[config.mk]
export PLATFORM = sky130hd
export DESIGN_NAME = crc8_packet_deframer_core_flat
export DESIGN_NICKNAME = d
export VERILOG_FILES = /design/src/cdf_pkg.sv /design/src/cdf_rx_if.sv /design/src/cdf_tx_if.sv /design/src/cdf_cfg_if.sv /design/src/cdf_crc.sv /design/src/cdf_store.sv /design/src/crc8_packet_deframer_core.sv /design/src/flat_wrapper.sv
export SDC_FILE = /design/constraint.sdc
export NUM_CORES = 1
export LEC_CHECK = 0
export ABC_AREA = 1
export CAP_MARGIN = 25
export CORE_MARGIN = 1
export CORE_UTILIZATION = 65
export CTS_BUF_LIST = sky130_fd_sc_hd__clkbuf_2 sky130_fd_sc_hd__clkbuf_4 sky130_fd_sc_hd__clkbuf_8
export CTS_CLUSTER_DIAMETER = 150
export DETAILED_ROUTE_END_ITERATION = 12
export DONT_BUFFER_PORTS = 1
export GPL_ROUTABILITY_DRIVEN = 0
export MAX_ROUTING_LAYER = met4
export PLACE_DENSITY = 0.81
export SLEW_MARGIN = 10
export SYNTH_ARGS = -nofsm -noshare
export SYNTH_HDL_FRONTEND = slang
export SYNTH_HIERARCHICAL = 1
export SYNTH_SLANG_ARGS = --single-unit
[constraint.sdc]
create_clock -name clk -period 2.35 [get_ports clk]
set_input_delay 0.235 -clock clk [delete_from_list [all_inputs] [get_ports clk]]
set_output_delay 0.235 -clock clk [all_outputs]
set_load 0.005 [all_outputs]
[src/cdf_pkg.sv]
package cdf_pkg;

	// Widths fixed by the frame format.
	localparam int BYTE_W = 8;
	localparam int LEN_W  = 6;
	localparam int CNT_W  = 4;

	typedef logic [BYTE_W-1:0] byte_t;
	typedef logic [LEN_W-1:0]  len_t;
	typedef logic [CNT_W-1:0]  cnt_t;

	// CRC-8 generator polynomial, MSB first, and the bits per byte.
	localparam byte_t CRC_POLY      = 8'h07;
	localparam cnt_t  BITS_PER_BYTE = 4'd8;

	// Start-of-frame byte after reset.
	localparam byte_t HEADER_RESET = 8'hAA;

	// Position within a frame.
	typedef enum logic [2:0] {
		PH_HUNT = 3'd0,
		PH_CMD  = 3'd1,
		PH_LEN  = 3'd2,
		PH_DATA = 3'd3,
		PH_CRC  = 3'd4
	} phase_t;

	// Sequencer states of the block.
	typedef enum logic [1:0] {
		CTL_IDLE  = 2'd0,
		CTL_SHIFT = 2'd1,
		CTL_READ  = 2'd2,
		CTL_SEND  = 2'd3
	} ctl_t;

	// Command to the bit-serial CRC unit.
	typedef struct packed {
		logic  start;
		logic  clear;
		byte_t data;
	} crc_ctl_t;

endpackage

[src/cdf_rx_if.sv]
interface cdf_rx_if;
	logic            valid;
	logic            ready;
	cdf_pkg::byte_t  byte_in;

	modport source (output valid, output byte_in, input ready);
	modport sink   (input valid, input byte_in, output ready);
endinterface

[src/cdf_tx_if.sv]
interface cdf_tx_if;
	logic            valid;
	logic            ready;
	cdf_pkg::byte_t  command;
	cdf_pkg::len_t   payload_length;
	logic            has_byte;
	cdf_pkg::byte_t  data_byte;
	logic            last;

	modport source (output valid, output command, output payload_length, output has_byte,
		output data_byte, output last, input ready);
	modport sink   (input valid, input command, input payload_length, input has_byte,
		input data_byte, input last, output ready);
endinterface

[src/cdf_cfg_if.sv]
interface cdf_cfg_if;
	logic            valid;
	logic            ready;
	cdf_pkg::byte_t  header_byte;

	modport source (output valid, output header_byte, input ready);
	modport sink   (input valid, input header_byte, output ready);
endinterface

[src/cdf_crc.sv]
module cdf_crc (
	input  logic               clk,
	input  logic               arst_n,
	input  cdf_pkg::crc_ctl_t  ctl,
	output cdf_pkg::byte_t     crc,
	output logic               busy
);
	import cdf_pkg::*;

	byte_t crc_q;
	cnt_t  cnt_q;

	// Load the xor of the running value (zero when clear is set) and the new byte, then shift one bit a cycle.
	always_ff @(posedge clk or negedge arst_n) begin
		if (!arst_n) begin
			crc_q <= '0;
			cnt_q <= '0;
		end else if (ctl.start) begin
			crc_q <= (ctl.clear ? byte_t'(0) : crc_q) ^ ctl.data;
			cnt_q <= BITS_PER_BYTE;
		end else if (cnt_q != '0) begin
			if (crc_q[BYTE_W-1]) begin
				crc_q <= {crc_q[BYTE_W-2:0], 1'b0} ^ CRC_POLY;
			end else begin
				crc_q <= {crc_q[BYTE_W-2:0], 1'b0};
			end
			cnt_q <= cnt_q - cnt_t'(1);
		end
	end

	assign crc  = crc_q;
	assign busy = (cnt_q != '0);

endmodule

[src/cdf_store.sv]
module cdf_store #(
	parameter int DEPTH = 32,
	parameter int AW    = 5
) (
	input  logic                clk,
	input  logic                wr_en,
	input  logic [AW-1:0]       wr_addr,
	input  cdf_pkg::byte_t      wr_data,
	input  logic [AW-1:0]       rd_addr,
	output cdf_pkg::byte_t      rd_data
);
	import cdf_pkg::*;

	byte_t mem [DEPTH];
	byte_t rd_data_q;

	// One write port and one registered read port.
	always_ff @(posedge clk) begin
		if (wr_en) begin
			mem[wr_addr] <= wr_data;
		end
		rd_data_q <= mem[rd_addr];
	end

	assign rd_data = rd_data_q;

endmodule

[src/crc8_packet_deframer_core.sv]
// Length-prefixed frame parser with a CRC-8 check (polynomial 0x07, init 0).
// rx carries one received byte per transaction; cfg writes the start-of-frame
// byte (always ready), which the user must do only while the block is idle;
// the block does not enforce that. tx delivers one result per payload byte of
// a good packet, or a single empty result with last set for a zero-length
// packet. A byte taken while hunting, a rejected length byte or a mismatched
// CRC byte leaves rx ready again on the next cycle. A command, length or payload
// byte is folded into the CRC one bit a cycle by a serial unit, and rx stays
// not ready until that unit is idle. When the CRC byte matches, results follow
// from the payload memory, each via a read and a send state, as the memory's
// read port is registered. A stall on tx simply holds the current result, and
// rx stays not ready until the last result of the packet has been taken.
// Reset returns the block to hunting for the header byte, sets the header
// byte to 0xAA and leaves tx empty; the payload memory is not cleared.
module crc8_packet_deframer_core #(
	parameter int MAX_LEN = 32
) (
	input  logic  clk,
	input  logic  arst_n,
	cdf_rx_if.sink    rx,
	cdf_tx_if.source  tx,
	cdf_cfg_if.sink   cfg
);
	import cdf_pkg::*;

	localparam int    AW          = (MAX_LEN > 1) ? $clog2(MAX_LEN) : 1;
	localparam byte_t MaxLenByte  = byte_t'(MAX_LEN);
	localparam len_t  MaxLenCount = len_t'(MAX_LEN);

	ctl_t     ctl_q, ctl_d;
	phase_t   phase_q, phase_d;
	byte_t    header_q;
	byte_t    command_q;
	len_t     length_q;
	len_t     windex_q;
	len_t     rd_ptr_q;
	logic     has_byte_q;
	logic     last_q;

	crc_ctl_t crc_ctl;
	byte_t    crc_val;
	logic     crc_busy;
	logic     store_wr;
	byte_t    rd_data;

	logic     rx_fire;
	logic     tx_fire;
	logic     len_ok;
	logic     crc_match;
	len_t     windex_next;

	assign rx_fire     = rx.valid && rx.ready;
	assign tx_fire     = tx.valid && tx.ready;
	assign len_ok      = (rx.byte_in <= MaxLenByte);
	assign crc_match   = (rx.byte_in == crc_val);
	assign windex_next = windex_q + len_t'(1);

	// Start-of-frame register.
	assign cfg.ready = 1'b1;
	always_ff @(posedge clk or negedge arst_n) begin
		if (!arst_n) begin
			header_q <= HEADER_RESET;
		end else if (cfg.valid) begin
			header_q <= cfg.header_byte;
		end
	end

	// Frame phase after the byte being taken.
	always_comb begin
		phase_d = phase_q;
		case (phase_q)
			PH_CMD: phase_d = PH_LEN;
			PH_LEN: begin
				if (!len_ok) begin
					phase_d = PH_HUNT;
				end else if (rx.byte_in[LEN_W-1:0] == '0) begin
					phase_d = PH_CRC;
				end else begin
					phase_d = PH_DATA;
				end
			end
			PH_DATA: begin
				if (windex_next >= length_q) begin
					phase_d = PH_CRC;
				end
			end
			PH_CRC:  phase_d = PH_HUNT;
			default: phase_d = (rx.byte_in == header_q) ? PH_CMD : PH_HUNT;
		endcase
	end

	// Sequencer next state.
	always_comb begin
		ctl_d = ctl_q;
		case (ctl_q)
			CTL_IDLE: begin
				if (rx_fire) begin
					case (phase_q)
						PH_CMD, PH_DATA: ctl_d = CTL_SHIFT;
						PH_LEN: ctl_d = len_ok ? CTL_SHIFT : CTL_IDLE;
						PH_CRC: begin
							if (crc_match) begin
								ctl_d = (length_q == '0) ? CTL_SEND : CTL_READ;
							end
						end
						default: ctl_d = CTL_IDLE;
					endcase
				end
			end
			CTL_SHIFT: begin
				if (!crc_busy) begin
					ctl_d = CTL_IDLE;
				end
			end
			CTL_READ: ctl_d = CTL_SEND;
			CTL_SEND: begin
				if (tx_fire) begin
					ctl_d = last_q ? CTL_IDLE : CTL_READ;
				end
			end
			default: ctl_d = CTL_IDLE;
		endcase
	end

	// Sequencer outputs: handshakes, CRC command and memory write.
	always_comb begin
		rx.ready      = 1'b0;
		tx.valid      = 1'b0;
		crc_ctl.start = 1'b0;
		crc_ctl.clear = 1'b0;
		crc_ctl.data  = rx.byte_in;
		store_wr      = 1'b0;
		case (ctl_q)
			CTL_IDLE: begin
				rx.ready = 1'b1;
				if (rx.valid) begin
					case (phase_q)
						PH_CMD: begin
							crc_ctl.start = 1'b1;
							crc_ctl.clear = 1'b1;
						end
						PH_LEN:  crc_ctl.start = len_ok;
						PH_DATA: begin
							crc_ctl.start = 1'b1;
							store_wr      = (windex_q < MaxLenCount);
						end
						default: crc_ctl.start = 1'b0;
					endcase
				end
			end
			CTL_SEND: tx.valid = 1'b1;
			default: begin
				rx.ready = 1'b0;
			end
		endcase
	end

	// State, frame registers and result flags.
	always_ff @(posedge clk or negedge arst_n) begin
		if (!arst_n) begin
			ctl_q      <= CTL_IDLE;
			phase_q    <= PH_HUNT;
			command_q  <= '0;
			length_q   <= '0;
			windex_q   <= '0;
			rd_ptr_q   <= '0;
			has_byte_q <= 1'b0;
			last_q     <= 1'b0;
		end else begin
			ctl_q <= ctl_d;
			if (rx_fire) begin
				phase_q <= phase_d;
				case (phase_q)
					PH_CMD: command_q <= rx.byte_in;
					PH_LEN: begin
						if (len_ok) begin
							length_q <= rx.byte_in[LEN_W-1:0];
							windex_q <= '0;
						end
					end
					PH_DATA: windex_q <= windex_next;
					PH_CRC: begin
						rd_ptr_q   <= '0;
						has_byte_q <= (length_q != '0);
						last_q     <= (length_q == '0);
					end
					default: windex_q <= windex_q;
				endcase
			end
			if (ctl_q == CTL_READ) begin
				last_q <= ((rd_ptr_q + len_t'(1)) == length_q);
			end
			if (tx_fire && !last_q) begin
				rd_ptr_q <= rd_ptr_q + len_t'(1);
			end
		end
	end

	cdf_crc u_crc (
		.clk    (clk),
		.arst_n (arst_n),
		.ctl    (crc_ctl),
		.crc    (crc_val),
		.busy   (crc_busy)
	);

	cdf_store #(
		.DEPTH (MAX_LEN),
		.AW    (AW)
	) u_store (
		.clk     (clk),
		.wr_en   (store_wr),
		.wr_addr (windex_q[AW-1:0]),
		.wr_data (rx.byte_in),
		.rd_addr (rd_ptr_q[AW-1:0]),
		.rd_data (rd_data)
	);

	// Result payload; the memory read register holds the byte during a stall.
	assign tx.command        = command_q;
	assign tx.payload_length = length_q;
	assign tx.has_byte       = has_byte_q;
	assign tx.data_byte      = has_byte_q ? rd_data : byte_t'(0);
	assign tx.last           = last_q;

endmodule

[src/flat_wrapper.sv]
// flat-port wrapper written by rule: the top's interface ports become plain ports
module crc8_packet_deframer_core_flat import cdf_pkg::*;
#(
	parameter int MAX_LEN = 32
)
  (clk, arst_n, rx_valid, rx_byte_in, rx_ready, tx_valid, tx_command, tx_payload_length, tx_has_byte, tx_data_byte, tx_last, tx_ready, cfg_valid, cfg_header_byte, cfg_ready);
  cdf_rx_if rx_i ();
  cdf_tx_if tx_i ();
  cdf_cfg_if cfg_i ();
  input  logic clk;
  input  logic arst_n;
  input wire logic [$bits(rx_i.valid)-1:0] rx_valid;
  input wire logic [$bits(rx_i.byte_in)-1:0] rx_byte_in;
  output wire logic [$bits(rx_i.ready)-1:0] rx_ready;
  output wire logic [$bits(tx_i.valid)-1:0] tx_valid;
  output wire logic [$bits(tx_i.command)-1:0] tx_command;
  output wire logic [$bits(tx_i.payload_length)-1:0] tx_payload_length;
  output wire logic [$bits(tx_i.has_byte)-1:0] tx_has_byte;
  output wire logic [$bits(tx_i.data_byte)-1:0] tx_data_byte;
  output wire logic [$bits(tx_i.last)-1:0] tx_last;
  input wire logic [$bits(tx_i.ready)-1:0] tx_ready;
  input wire logic [$bits(cfg_i.valid)-1:0] cfg_valid;
  input wire logic [$bits(cfg_i.header_byte)-1:0] cfg_header_byte;
  output wire logic [$bits(cfg_i.ready)-1:0] cfg_ready;
  assign rx_i.valid = rx_valid;
  assign rx_i.byte_in = rx_byte_in;
  assign rx_ready = rx_i.ready;
  assign tx_valid = tx_i.valid;
  assign tx_command = tx_i.command;
  assign tx_payload_length = tx_i.payload_length;
  assign tx_has_byte = tx_i.has_byte;
  assign tx_data_byte = tx_i.data_byte;
  assign tx_last = tx_i.last;
  assign tx_i.ready = tx_ready;
  assign cfg_i.valid = cfg_valid;
  assign cfg_i.header_byte = cfg_header_byte;
  assign cfg_ready = cfg_i.ready;
  crc8_packet_deframer_core #(.MAX_LEN(MAX_LEN)) u_core (.clk(clk), .arst_n(arst_n), .rx(rx_i), .tx(tx_i), .cfg(cfg_i));
endmodule
==> summary.md, run 1 <==
| Metric | Value |
|---|---|
| Run status | finished, final reports clean |
| Filler Cells Inserted | 1,390 |
| Largest net degree at the start of global routing | 129 |
| Post-DP Area | 14,400 um^2 |
| Commonest non-fill, non-tap cell in the layout | nand2_1 |
| Global-route wire length before repair | 54,100 um |
| Area Overhead vs Synth | 11.6% |
| Fraction of layout cells with a size suffix above 1 | 0.113 |
| Crit path kind | reg -> reg |
| Skew final | 24.6 ps |
| Syn Area/Cell | 10.1 um^2 |
| Cell Area, Synth | 14,100 um^2 |
| DRC viols | 0 |
| Number of buffers and inverters on the critical path | 3 |
| Final nets | 1,501 |
| Worst path cell trace | nor2_4, nand2_4, inv_4, nand2_2, nor2_1, nand3_1, buf_4, nor2_1, buf_4 |
| Worst path slowest cell | dfrtp_1 |
| Synth Register Bits | 317 |
| I/O Buffers | 0 |
| Leak | 6.52 nW |
| Post-Syn Instances | 1,405 |
| Routed wire length | 35,200 um |
| CTS sink count | 317 |
| CP Capture Type | register |
| Detailed placement HPWL | 19,900 um |
| Detailed-route via count | 10,526 |
| Max Slew Vio Count | 0 |
| Worst flop-to-flop path startpoint | u_core/ctl_q[0] |
| Die ar. | 22,400 um^2 |
| Initial antenna violation count | 0 |
| H-tree levels | 2 |
| Grt total ovfl | 0 |
| Highest-count cells in the layout ignoring fill and taps | nand2_1, edfxtp_1, nand3_1 |
| N_diodes | 0 |
| Worst R2R End | u_core/u_store/mem[20][2] |
| I/O pins | 48 |
| Vias/cell | 5.90 |
| Synth Warn # | 6 |
| Netlist cell types | 39 |
| Critical path launch point type | register |
| RSZ-0062 raised after global routing | no |
| Hold crit path type | in -> reg |
| Vias in the first global route | 10,056 |
| Sequential share of the synthesized area | 0.649 |
| Wire per inst | 19.7 um |
| R2r setup slk | 90 ps |
| Max_slew headroom | 0.612 |
| Overall die height | 150 um |
| Post-synthesis net count | 1,435 |
| CP endpoint | u_core/u_store/mem[20][2] |
| Pre-antenna DRT Iters | 5 |
| Worst-path clk slew | 60 ps |
| Final Hold Viols | 0 |
| Delay of the slowest critical-path stage | 440 ps |
| Iter 0 DRT Violations | 1,234 |
| Hold Path Depth | 1 |
| Final instance area | 15,800 um^2 |
| Fin cells | 1,784 |
| CP Max Fanout | 8 |
| Tcrit/Tclk final | 0.962 |
| VDD IR max | 0.620 mV |
| CP startpoint | u_core/ctl_q[0] |
| Worst slew pin tran | 583 ps |
| Total CTS buffers | 50 |
| CTS Root Cell | clkbuf_8 |
| Reg2Reg Depth | 9 |
| WP data arrival | 2530 ps |
| Starting density of the core | 0.669 |
| Delay-heaviest family, CP | simple AND/OR/NAND/NOR gates |
| Maximum buffer depth of the clock tree | 3 |
| Crit path required time | 2620 ps |
| Setup tns final | 0 ps |
| CTS tree | built |
| CP Depth | 9 |
| Row count | 53 |
| Maxcap violations | 0 |
| Total power draw | 0.0126 W |
| Die width | 150 um |
| Final setup vio count | 0 |
| Tmin final | 2260 ps |
| GRT Total Usage | 0.337 |
| Cell count after placement | 1,669 |
| Area of the core | 21,200 um^2 |
| Power density over the cells | 799 nW/um^2 |
| ANT nets after route | 0 |
| Clk_lat worst skew | 570 ps |
| F_max | 442 MHz |
-- timing repair --
item / in CTS / in global routing
gates resized for setup: 0 / 2
endpoints found under the hold margin: 348 / 0
buffers inserted: 0 / 1
hold buffers: 24 / 0
setup endpoints to repair: 0 / 2
-- logic make-up after synthesis --
kind of cell	count (synthesis)	synth area share
AND/OR/NAND/NOR	871	0.259
flip-flops	317	0.649
buffers and inverters	151	0.0579
AO/OA/AOI/OAI	45	0.0190
XOR/XNOR	11	0.00681
adder cells (fa/ha/maj)	9	0.00796
other	1	0.000265
-- worst min-delay path by stage --
stage	endpoint	slack [ps]	startpoint
global placement	u_core/rd_ptr_q[1]	-60	arst_n
floorplan	u_core/ctl_q[0]	-60	arst_n
CTS	u_core/u_store/mem[31][1]	0.5	rx_byte_in[1]
finish	u_core/u_store/mem[31][0]	20	rx_byte_in[0]
detailed placement	u_core/rd_ptr_q[0]	-60	arst_n
global route	u_core/u_store/mem[11][4]	10	rx_byte_in[4]
-- synthesized netlist by cell type, drive strengths merged --
| cell type | n | area, um^2 |
|---|---|---|
| or2 | 1 | 6.26 |
| nand3 | 248 | 1250 |
| edfxtp | 256 | 7690 |
| clkinv | 1 | 3.75 |
| a31oi | 1 | 6.26 |
| nand2 | 550 | 2080 |
| nor2 | 60 | 250 |
| buf | 53 | 449 |
| ha | 9 | 113 |
| nand3b | 2 | 15.0 |
| dfxtp | 8 | 160 |
| xnor2 | 6 | 52.6 |
| nand4 | 7 | 43.8 |
| o21ai | 33 | 195 |
| o211ai | 1 | 7.51 |
| a21oi | 5 | 25.0 |
| conb | 1 | 3.75 |
| o21bai | 1 | 7.51 |
| inv | 88 | 333 |
| o221ai | 1 | 8.76 |
| and2 | 1 | 8.76 |
| nor3 | 2 | 10.0 |
| o22ai | 3 | 18.8 |
| clkbuf | 9 | 33.8 |
| dfrtp | 49 | 1230 |
| xor2 | 5 | 43.8 |
| dfstp | 4 | 105 |
-- metal layers --
layer  track usage  vias up  routed length [um]
met1         0.450     4907               13400
met5             -        -                   0
met2         0.515      664               16500
li1              -     4836                   -
met3        0.0558      119                3920
met4         0.143        0                1350
-- power by group --
part | internal (W) | total [W] | switching [W] | leakage, nW
registers | 0.00628 | 0.00651 | 0.000224 | 3.03
clock network | 0.00258 | 0.00470 | 0.00211 | 0.523
logic | 0.000502 | 0.00142 | 0.000917 | 2.96
-- registers in the layout (all words and copies together) (netlist names), 3 cells and up --
| name | count |
|---|---|
| u_core/windex_q | 6 |
| u_core/tx.payload_length | 6 |
| u_core/header_q | 8 |
| u_core/u_store/mem | 256 |
| u_core/u_crc/crc | 8 |
| u_core/rd_ptr_q | 6 |
| u_core/phase_q | 3 |
| u_core/u_crc/cnt_q | 4 |
| u_core/u_store/rd_data | 8 |
| u_core/tx.command | 8 |
-- final cells by class --
cell class / instances / area [um^2] / area share
flip-flops and latches: 317 / 9190 / 0.582
multi-input cells: 937 / 4150 / 0.263
clock buffers: 64 / 812 / 0.0514
repair buffers: 76 / 778 / 0.0493
well taps: 275 / 344 / 0.0218
inverters: 89 / 338 / 0.0214
clock inverters: 26 / 188 / 0.0119
-- through the flow --
step	hold slack [ps]	setup slack [ps]	utilization
3_5_place_dp	-58.2	173	0.683
3_3_place_gp	-57.4	251	0.683
4_1_cts	0.470	150	0.746
6_report	16.8	89.1	0.747
5_1_grt	10.6	10.5	0.747
2_1_floorplan	-60.6	344	-
Note: power is estimated with default switching activity, not from simulation.
==> run 2: changes to the inputs <==
Settings changed: BUFFER_PORTS_ARGS set to -buffer_cell sky130_fd_sc_hd__buf_2, CORE_UTILIZATION 65 to 64, DONT_BUFFER_PORTS 1 to unset, GPL_ROUTABILITY_DRIVEN 0 to unset, PLACE_DENSITY 0.81 to 0.82.
==> summary.md, run 2 (synthesized netlist as in run 1, its figures left out) <==
| Metric | Value |
|---|---|
| Fraction of layout cells with a size suffix above 1 | 0.141 (was 0.113) |
| Worst-path clk slew | 60 ps (about the same) |
| Iter 0 DRT Violations | 1,165 (was 1,234) |
| ANT nets after route | 0 (unchanged) |
| Tmin final | 2140 ps (was 2260 ps) |
| Area of the core | 21,800 um^2 (was 21,200 um^2) |
| RSZ-0062 raised after global routing | no (unchanged) |
| Global-route wire length before repair | 53,600 um (was 54,100 um) |
| Area Overhead vs Synth | 12.8% (was 11.6%) |
| Row count | 54 (was 53) |
| CP Max Fanout | 6 (was 8) |
| Grt total ovfl | 0 (unchanged) |
| Maximum buffer depth of the clock tree | 3 (unchanged) |
| Commonest non-fill, non-tap cell in the layout | nand2_1 (unchanged) |
| Maxcap violations | 0 (unchanged) |
| I/O Buffers | 46 (was 0) |
| Routed wire length | 34,900 um (was 35,200 um) |
| Detailed placement HPWL | 21,200 um (was 19,900 um) |
| N_diodes | 0 (unchanged) |
| Placer Congestion | 0.884 |
| Worst slew pin tran | 627 ps (was 583 ps) |
| Power density over the cells | 804 nW/um^2 (was 799 nW/um^2) |
| Overall die height | 151 um (was 150 um) |
| VDD IR max | 0.592 mV (was 0.620 mV) |
| Setup tns final | 0 ps (unchanged) |
| Worst flop-to-flop path startpoint | u_core/windex_q[1] (was u_core/ctl_q[0]) |
| Post-route setup slack | 207 ps (was 89.1 ps) |
| Total CTS buffers | 49 (was 50) |
| Reg2Reg Depth | 13 (was 9) |
| Largest register FFs | 256 (unchanged) |
| Final Hold Viols | 0 (unchanged) |
| CTS tree | built (unchanged) |
| Vias/cell | 5.89 (was 5.90) |
| Worst R2R End | u_core/phase_q[0] (was u_core/u_store/mem[20][2]) |
| DRC viols | 0 (unchanged) |
| Initial antenna violation count | 0 (unchanged) |
| Final setup vio count | 0 (unchanged) |
| I/O pins | 48 (unchanged) |
| Leak | 6.72 nW (was 6.52 nW) |
| Pre-CTS setup slack | 170 ps (was 173 ps) |
| R2r setup slk | 210 ps (was 90 ps) |
| Clk_lat worst skew | 580 ps (was 570 ps) |
| Hold crit path type | in -> reg (unchanged) |
| Detailed-route via count | 10,820 (was 10,526) |
| Crit path required time | 2810 ps (was 2620 ps) |
| Crit path kind | reg -> reg (unchanged) |
| Skew final | 19.1 ps (was 24.6 ps) |
| H-tree levels | 2 (unchanged) |
| CP Capture Type | register (unchanged) |
| Wire per inst | 19.0 um (was 19.7 um) |
| Die width | 151 um (was 150 um) |
| Total power draw | 0.0128 W (was 0.0126 W) |
| F_max | 467 MHz (was 442 MHz) |
| Tcrit/Tclk final | 0.912 (was 0.962) |
| GRT Total Usage | 0.327 (was 0.337) |
| Run status | finished, final reports clean (unchanged) |
| Largest net degree at the start of global routing | 135 (was 129) |
| Hold path endpoint | u_core/header_q[2] (was u_core/u_store/mem[31][0]) |
| Highest-count cells in the layout ignoring fill and taps | nand2_1, edfxtp_1, nand3_1 (unchanged) |
| Hold_sp | cfg_valid (was rx_byte_in[0]) |
| Starting density of the core | 0.650 (was 0.669) |
| CTS sink count | 317 (unchanged) |
| Die ar. | 22,700 um^2 (was 22,400 um^2) |
| Pre-antenna DRT Iters | 6 (was 5) |
| Most flop-heavy register | u_core/u_store/mem (unchanged) |
| Final nets | 1,548 (was 1,501) |
| Hold Path Depth | 3 (was 1) |
| Vias in the first global route | 10,330 (was 10,056) |
| CTS Root Cell | clkbuf_8 (unchanged) |
| Max Slew Vio Count | 0 (unchanged) |
| Critical path launch point type | register (unchanged) |
| Max_slew headroom | 0.582 (was 0.612) |
| WP data arrival | 2610 ps (was 2530 ps) |
run 2: per-stage QoR:
stage / utilization / std cells / hold WS, ps / area, um^2
3_3_place_gp: 0.679 / 1732 / 213 / 14800
2_1_floorplan: - / 1405 / -60.6 / 14100
4_1_cts: 0.733 / 1835 / 0.909 / 15900
5_1_grt: 0.733 / 1837 / 34.4 / 16000
6_report: 0.733 / 1837 / 37.7 / 16000
3_5_place_dp: 0.679 / 1732 / 214 / 14800
run 2: cell type report:
| cell class | count | area [um^2] |
|---|---|---|
| timing repair buffer | 124 | 898 |
| clock inverter | 28 | 246 |
| multi-input combinational | 937 | 4150 |
| sequential | 317 | 9190 |
| tap | 280 | 350 |
| clock buffer | 62 | 791 |
| fill | 1484 | 5800 |
| inverter | 89 | 338 |
run 2: how the worst max path moves through the flow:
stage | startpoint | endpoint | slack, ps
2_1_floorplan | u_core/ctl_q[1] | u_core/u_store/mem[11][0] | 340
3_3_place_gp | u_core/windex_q[0] | u_core/phase_q[0] | 240
3_5_place_dp | u_core/windex_q[0] | u_core/phase_q[0] | 170
4_1_cts | u_core/windex_q[0] | u_core/phase_q[0] | 150
5_1_grt | u_core/windex_q[1] | u_core/phase_q[0] | 3
6_report | u_core/windex_q[1] | u_core/phase_q[0] | 210
run 2: repair_timing:
action                                  in CTS  in global routing
buffers inserted                             0                  2
hold buffers                                13                  0
gates resized for setup                      0                  2
hold endpoints to repair                    28                  0
endpoints found under the setup margin       0                  3
run 2: routing by layer:
metal	GRT usage	part of all wire	up-vias
li1	-	-	4935
met1	0.418	0.39	5099
met2	0.524	0.48	670
met3	0.0518	0.093	116
met4	0.136	0.036	0
met5	-	0	-
run 2: where the power goes:
group	internal [W]	switching (W)
Clock	0.00275	0.00209
Sequential	0.00628	0.000213
Combinational	0.000526	0.000960
run 2: critical path, cell delays in order, from the launching register on:
cell and delay [ps]:
dfrtp_2 410, nand3_1 130, nand3b_1 200, xor2_1 210
inv_1 70, ha_1 290, nand2_1 100, inv_1 60
a21oi_1 150, nand4_1 90, nand2_1 140, inv_1 70
nand2_1 70, nand2_1 40
